File: src/hdl/owrs_pkg.sv
// ----------------------------------------------------------------------------
// owrs_pkg
// Types, codes and constants shared by the 1-Wire ROM search engine.
// ----------------------------------------------------------------------------
`default_nettype none

package owrs_pkg;

   localparam int unsigned ID_BITS     = 64;
   localparam int unsigned MAX_DEVICES = 8;
   localparam int unsigned POS_W       = 7;
   localparam int unsigned COUNT_W     = 8;
   localparam logic [7:0]  CRC_POLY    = 8'h8C;

   localparam logic [COUNT_W-1:0] COUNT_MAX   = {COUNT_W{1'b1}};
   localparam logic [COUNT_W-1:0] MAX_DEV_CNT = COUNT_W'(MAX_DEVICES);
   localparam logic [POS_W-1:0]   POS_FIRST   = POS_W'(1);
   localparam logic [POS_W-1:0]   POS_LAST    = POS_W'(ID_BITS);

   // Event codes.
   localparam logic [1:0] OP_START = 2'd0;
   localparam logic [1:0] OP_PASS  = 2'd1;
   localparam logic [1:0] OP_BITS  = 2'd2;
   localparam logic [1:0] OP_NONE  = 2'd3;

   // Status codes.
   localparam logic [2:0] ST_IDLE      = 3'd0;
   localparam logic [2:0] ST_CONTINUE  = 3'd1;
   localparam logic [2:0] ST_PASS_MORE = 3'd2;
   localparam logic [2:0] ST_DONE_OK   = 3'd3;
   localparam logic [2:0] ST_DONE_ERR  = 3'd4;

   typedef struct packed {
      logic [1:0] operation;
      logic       presence;
      logic       id_bit;
      logic       complement_bit;
   } req_word_type;

   typedef struct packed {
      logic [2:0]         status;
      logic               write_valid;
      logic               direction;
      logic               device_found;
      logic [2:0]         device_index;
      logic [ID_BITS-1:0] rom_id;
      logic [3:0]         devices_total;
   } rsp_word_type;

endpackage

`default_nettype wire

File: src/hdl/one_wire_rom_search_top.sv
// Latency: a result word is valid in the cycle after its request word is taken.
// Throughput: one request word per cycle; the single result register stalls
// the request side only while it holds a word that the receiver has not taken.
// Reset (synchronous, active high) clears the search state and the result
// valid flag; the bit position returns to the first ID bit.
// ----------------------------------------------------------------------------
// one_wire_rom_search_top
// Binary-tree SEARCH ROM engine: decides each ID bit, tracks the last
// zero-branch discrepancy, runs a serial CRC-8 and reports found devices.
// ----------------------------------------------------------------------------
`default_nettype none

module one_wire_rom_search_top
   import owrs_pkg::*;
(
   input  wire logic         clock,
   input  wire logic         reset,
   input  wire logic         req_valid,
   output logic              req_stall,
   input  wire req_word_type req_word,
   output logic              rsp_valid,
   input  wire logic         rsp_stall,
   output rsp_word_type      rsp_word
);

   logic [ID_BITS-1:0] rom_id_ff,      rom_id_in;
   logic [POS_W-1:0]   last_branch_ff, last_branch_in;
   logic [POS_W-1:0]   pass_branch_ff, pass_branch_in;
   logic [POS_W-1:0]   bit_pos_ff,     bit_pos_in;
   logic [7:0]         crc_ff,         crc_in;
   logic [COUNT_W-1:0] found_cnt_ff,   found_cnt_in;
   logic               search_ff,      search_in;
   logic               pass_ff,        pass_in;
   logic               rsp_valid_ff;
   rsp_word_type       rsp_word_ff,    rsp_word_in;
   logic               req_take;

   assign req_stall = rsp_valid_ff & rsp_stall;
   assign req_take  = req_valid & ~req_stall;
   assign rsp_valid = rsp_valid_ff;
   assign rsp_word  = rsp_word_ff;

   always_comb begin
      logic [POS_W-1:0]   pos;
      logic [5:0]         shift;
      logic               dir;
      logic               mix;
      logic [7:0]         crc_step;
      logic [2:0]         end_status;

      rom_id_in      = rom_id_ff;
      last_branch_in = last_branch_ff;
      pass_branch_in = pass_branch_ff;
      bit_pos_in     = bit_pos_ff;
      crc_in         = crc_ff;
      found_cnt_in   = found_cnt_ff;
      search_in      = search_ff;
      pass_in        = pass_ff;

      pos = bit_pos_ff;
      if (pos < POS_FIRST || pos > POS_LAST) begin
         pos = POS_FIRST;
      end
      shift = 6'(pos - POS_FIRST);

      // Forced bit when the two reads disagree, else follow the branch plan.
      if (req_word.id_bit != req_word.complement_bit) begin
         dir = req_word.id_bit;
      end else if (pos < last_branch_ff) begin
         dir = rom_id_ff[shift];
      end else begin
         dir = (pos == last_branch_ff);
      end

      mix      = crc_ff[0] ^ dir;
      crc_step = (crc_ff >> 1) ^ (mix ? CRC_POLY : 8'h00);

      end_status = (found_cnt_ff != '0) ? ST_DONE_OK : ST_DONE_ERR;

      rsp_word_in = '0;

      unique case (req_word.operation)
         OP_START: begin
            rom_id_in      = '0;
            last_branch_in = '0;
            pass_branch_in = '0;
            bit_pos_in     = POS_FIRST;
            crc_in         = '0;
            found_cnt_in   = '0;
            search_in      = 1'b1;
            pass_in        = 1'b0;
            rsp_word_in.status = ST_CONTINUE;
         end
         OP_PASS: begin
            if (!search_ff) begin
               rsp_word_in.status = ST_IDLE;
            end else if (!req_word.presence) begin
               search_in = 1'b0;
               pass_in   = 1'b0;
               rsp_word_in.status = end_status;
            end else begin
               pass_in        = 1'b1;
               bit_pos_in     = POS_FIRST;
               pass_branch_in = '0;
               crc_in         = '0;
               rsp_word_in.status = ST_CONTINUE;
            end
         end
         OP_BITS: begin
            if (!pass_ff) begin
               rsp_word_in.status = ST_IDLE;
            end else if (req_word.id_bit && req_word.complement_bit) begin
               // Nobody pulled the bus low in either slot.
               search_in = 1'b0;
               pass_in   = 1'b0;
               rsp_word_in.status = end_status;
            end else begin
               if (req_word.id_bit == req_word.complement_bit && !dir) begin
                  pass_branch_in = pos;
               end
               rom_id_in[shift] = dir;
               crc_in           = crc_step;
               rsp_word_in.write_valid = 1'b1;
               rsp_word_in.direction   = dir;
               if (pos < POS_LAST) begin
                  bit_pos_in = pos + POS_FIRST;
                  rsp_word_in.status = ST_CONTINUE;
               end else begin
                  pass_in    = 1'b0;
                  bit_pos_in = POS_FIRST;
                  if (crc_step != 8'h00) begin
                     search_in = 1'b0;
                     rsp_word_in.status = end_status;
                  end else begin
                     if (found_cnt_ff != COUNT_MAX) begin
                        found_cnt_in = found_cnt_ff + COUNT_W'(1);
                     end
                     last_branch_in = pass_branch_in;
                     if (pass_branch_in == '0 || found_cnt_in >= MAX_DEV_CNT) begin
                        search_in = 1'b0;
                        rsp_word_in.status = ST_DONE_OK;
                     end else begin
                        rsp_word_in.status = ST_PASS_MORE;
                     end
                     rsp_word_in.device_found = 1'b1;
                     rsp_word_in.device_index = found_cnt_ff[2:0];
                     rsp_word_in.rom_id       = rom_id_in;
                  end
               end
            end
         end
         OP_NONE: begin
            rsp_word_in.status = ST_IDLE;
         end
         default: begin
            rsp_word_in.status = ST_IDLE;
         end
      endcase

      rsp_word_in.devices_total = found_cnt_in[3:0];
   end

   always_ff @(posedge clock) begin
      if (reset) begin
         rom_id_ff      <= '0;
         last_branch_ff <= '0;
         pass_branch_ff <= '0;
         bit_pos_ff     <= POS_FIRST;
         crc_ff         <= '0;
         found_cnt_ff   <= '0;
         search_ff      <= 1'b0;
         pass_ff        <= 1'b0;
         rsp_valid_ff   <= 1'b0;
      end else begin
         if (req_take) begin
            rom_id_ff      <= rom_id_in;
            last_branch_ff <= last_branch_in;
            pass_branch_ff <= pass_branch_in;
            bit_pos_ff     <= bit_pos_in;
            crc_ff         <= crc_in;
            found_cnt_ff   <= found_cnt_in;
            search_ff      <= search_in;
            pass_ff        <= pass_in;
            rsp_valid_ff   <= 1'b1;
         end else if (!rsp_stall) begin
            rsp_valid_ff   <= 1'b0;
         end
      end
   end

   always_ff @(posedge clock) begin
      if (req_take) begin
         rsp_word_ff <= rsp_word_in;
      end
   end

   // A pass can only run inside an active search.
   a_pass_in_search: assert property (@(posedge clock) disable iff (reset)
      pass_ff |-> search_ff)
      else $error("pass active without an active search");

   // A found device is always reported on the 64th written bit.
   a_found_writes: assert property (@(posedge clock) disable iff (reset)
      (rsp_valid && rsp_word.device_found) |->
         (rsp_word.write_valid &&
          (rsp_word.status == ST_PASS_MORE || rsp_word.status == ST_DONE_OK)))
      else $error("device found without a final bit write");

   // Taking a start word always leaves a search running with no pass.
   a_start_opens: assert property (@(posedge clock) disable iff (reset)
      (req_take && req_word.operation == OP_START) |=> (search_ff && !pass_ff))
      else $error("start word did not open a search");

   // A device found ends the pass and rewinds the bit position.
   a_found_rewinds: assert property (@(posedge clock) disable iff (reset)
      (req_take && rsp_word_in.device_found) |=>
         (!pass_ff && bit_pos_ff == POS_FIRST))
      else $error("pass still running after a device was found");

   // The bit position never leaves the ID range.
   a_pos_range: assert property (@(posedge clock) disable iff (reset)
      (bit_pos_ff >= POS_FIRST) && (bit_pos_ff <= POS_LAST))
      else $error("bit position out of range");

endmodule

`default_nettype wire
File: config.mk
export PLATFORM = sky130hd
export DESIGN_NAME = one_wire_rom_search_top
export DESIGN_NICKNAME = d
export VERILOG_FILES = /design/src/hdl/owrs_pkg.sv /design/src/hdl/one_wire_rom_search_top.sv
export SDC_FILE = /design/constraint.sdc
export NUM_CORES = 1
export LEC_CHECK = 0
export BUFFER_PORTS_ARGS = -buffer_cell sky130_fd_sc_hd__buf_4
export CAP_MARGIN = 0
export CORE_MARGIN = 5
export CORE_UTILIZATION = 45
export CTS_BUF_LIST = sky130_fd_sc_hd__clkbuf_16
export CTS_CLUSTER_SIZE = 30
export DETAILED_ROUTE_END_ITERATION = 7
export SLEW_MARGIN = 20
export SYNTH_ARGS = -nofsm -noshare
export SYNTH_HDL_FRONTEND = slang
export SYNTH_SLANG_ARGS = --single-unit
File: constraint.sdc
create_clock -name clock -period 8.9 [get_ports clock]
set_input_delay 0.89 -clock clock [delete_from_list [all_inputs] [get_ports clock]]
set_output_delay 0.89 -clock clock [all_outputs]
set_load 0.05 [all_outputs]
==> impl_metrics.json <==
{
  "post_drt_wl_per_cell_um": 18.6,
  "diodes": 0,
  "placed_cells": 1507,
  "crit_required_ns": 9.26,
  "p_total_mw": 1.92,
  "syn_inst": 1223,
  "synth_top_area_frac": 0.234,
  "drt_iter0_drc": 832,
  "worstSetupEndpointType": "flip-flop",
  "startpoint_type": "flip-flop",
  "holdBufCountCts": 0,
  "synth_top_cells_by_area": "edfxtp_1 (23%), dfxtp_1 (21%), nand2_1 (10%), nor2_1 (5.5%), a32oi_1 (5.3%)",
  "grt_pass1_wl_um": 46100,
  "reg2reg_slack_ns": 1.79,
  "ys_ff_latch": 181,
  "yosys_warnings": 0,
  "cts_root_buf": "clkbuf_16",
  "antenna_found_initial": 0,
  "whs_ns": 0.463,
  "die_area_mm2": 0.0251,
  "cp_max_fo": 58,
  "r2r_cells": 18,
  "io_buffer_count": 87,
  "r2r_start": "bit_pos_ff[0]$_SDFFE_PP1P_",
  "grt_overflow": 0,
  "num-nets-final": 1271,
  "clock-sinks": 181,
  "rsz0062_at_grt": "false",
  "maxCapViolCount": 0,
  "ios": 88,
  "power.density_mw_per_mm2": 170,
  "synth_cell_types": 70,
  "final_area_mm2": 0.0113,
  "hold_viol": 0,
  "holdPathStages": 1,
  "synthFlopType": "dfxtp_1",
  "cts_buffer_depth": 2,
  "drc": 0,
  "dpl_cell_area_mm2": 0.0107,
  "syn_nets": 1248,
  "syn_avg_cell_area_um2": 8.09,
  "clock.fmax_mhz": 141,
  "p_leak_nw": 3.88,
  "ir_worst_vdd_v": 0.000110,
  "cts_setup_buffers": 0,
  "cts_max_level": 4,
  "seq_area_frac_synth": 0.444,
  "maxSlewHeadroom": 0.339,
  "path_class": "reg2reg",
  "fin_crit_sh": 0.799,
  "fin_worst_skew_ns": 0.0102,
  "start_util": 0.455,
  "gp_congestion": 0.901,
  "hold_path_class": "reg2reg",
  "vias": 9165,
  "clk_pin_slew_ns": 0.07,
  "hold_path_end": "last_branch_ff[4]$_SDFFE_PP0P_",
  "hp-start": "last_branch_ff[4]$_SDFFE_PP0P_",
  "grt_max_degree": 64,
  "synth_common_cells": "nand2_1 (267), nor2_1 (144), dfxtp_1 (104)",
  "postCtsResizedCells": 0,
  "regToRegEndpoint": "rom_id_ff[42]$_SDFFE_PP0P_",
  "hpwlAfterDp_um": 18700,
  "period_needed_ns": 7.11,
  "rows": 54,
  "yosysMostFrequentCell": "nand2_1",
  "finalNonFillerCells": 1539,
  "crit_arrival_ns": 7.47,
  "slew_viol_final": 0,
  "final_antenna_net_count": 0,
  "yosys.area.top_type": "edfxtp_1",
  "wl_um": 28600,
  "cts_tree": "built",
  "tightest_slew_ns": 0.985,
  "async_flop_share": 0,
  "core_mm2": 0.0218,
  "syn_to_final_growth_pct": 14.3,
  "grt_usage": 0.229,
  "viasPerCell": 5.96,
  "numCtsBuffers": 17,
  "setup_viol": 0,
  "synth_edf_count": 77,
  "timing.setup.tns_ns": 0,
  "firstDrtPassIters": 5,
  "die_w_um": 158,
  "drive_gt1_frac": 0.135,
  "clock_latency_ns": 0.43,
  "die_y_um": 158,
  "netlist_area_mm2": 0.00990,
  "status": "completed",
  "grt_pass1_vias": 8165
}
## registers in the layout (all words and copies together), names as in the netlist
signal          flops
bit_pos_ff          7
pass_branch_ff      7
rsp_word           77
found_cnt_ff        8
last_branch_ff      7
crc_ff              8
rom_id_ff          64
search_ff           1
rsp_valid           1
pass_ff             1
## stage by stage
step | setup slack (ns) | utilization
floorplan | 4.04 | -
global placement | 2.08 | 0.492
detailed placement | 1.90 | 0.492
CTS | 1.90 | 0.520
global route | 1.35 | 0.520
finish | 1.79 | 0.520
## cells in the final DEF, fill, tap and decap left out, types with 17 or more instances in the layout
cell / count
a21oi_1: 98
a32oi_1: 60
buf_4: 109
clkbuf_16: 17
dfxtp_1: 104
edfxtp_1: 77
inv_1: 24
mux2i_1: 24
nand2_1: 267
nand3_1: 83
nor2_1: 143
o21ai_0: 38
## worst max path at each step
stage                                          start                          to  cells after the start
after floorplan           bit_pos_ff[1]$_SDFFE_PP0P_  rsp_word[30]$_SDFFCE_PP0P_                     21
after global placement    bit_pos_ff[0]$_SDFFE_PP1P_  rom_id_ff[27]$_SDFFE_PP0P_                     18
after detailed placement  bit_pos_ff[0]$_SDFFE_PP1P_  rom_id_ff[42]$_SDFFE_PP0P_                     18
after CTS                 bit_pos_ff[0]$_SDFFE_PP1P_  rom_id_ff[42]$_SDFFE_PP0P_                     18
after global routing      bit_pos_ff[6]$_SDFFE_PP0P_  rom_id_ff[33]$_SDFFE_PP0P_                     18
final                     bit_pos_ff[0]$_SDFFE_PP1P_  rom_id_ff[42]$_SDFFE_PP0P_                     18
## worst max-delay path, cell delays in order, from the launching register on
cell and delay [ns]:
dfxtp_1 0.46, or4_1 0.74, o21ai_2 0.31, nand2_2 0.28, inv_2 0.43, ha_1 0.57
nor3b_1 0.36, mux2i_1 0.36, and2_1 0.66, nand3_1 0.20, o2111ai_1 0.26, a211oi_2 0.10
nor2_4 0.16, buf_4 0.53, inv_1 0.38, nor2_4 0.47, buf_4 0.42, a32oi_1 0.15
nor2_1 0.15
## routing by layer
layer	vias to the layer above	wire length, um	GRT usage
li1	4413	-	-
met1	4364	13700	0.355
met2	355	12500	0.335
met3	33	1990	0.0321
met4	0	465	0.0634
met5	-	0	0
## where the power goes
part	switching (mW)	internal, mW	leakage (nW)
logic	0.172	0.0546	1.99
clock network	0.352	0.451	0.290
registers	0.00730	0.883	1.60
## layout make-up
type / instances / area (um2)
clock buffer: 17 / 425
clock inverter: 15 / 193
fill: 2106 / 10400
inverter: 26 / 98.8
multi-input combinational: 911 / 5040
sequential: 181 / 4390
tap: 280 / 350
timing repair buffer: 109 / 818
## cells by family (layout without fill, tap and decap cells)
kind of cell	count (synthesis)	count (layout)	synth area share
simple gates	582	582	0.255
compound gates	271	271	0.185
flops	181	181	0.444
xor+xnor	11	11	0.0105
buf+inv	131	167	0.0516
mux	31	31	0.0345
fa+ha+maj	16	16	0.0202
Power figures use the tool's default switching activity.
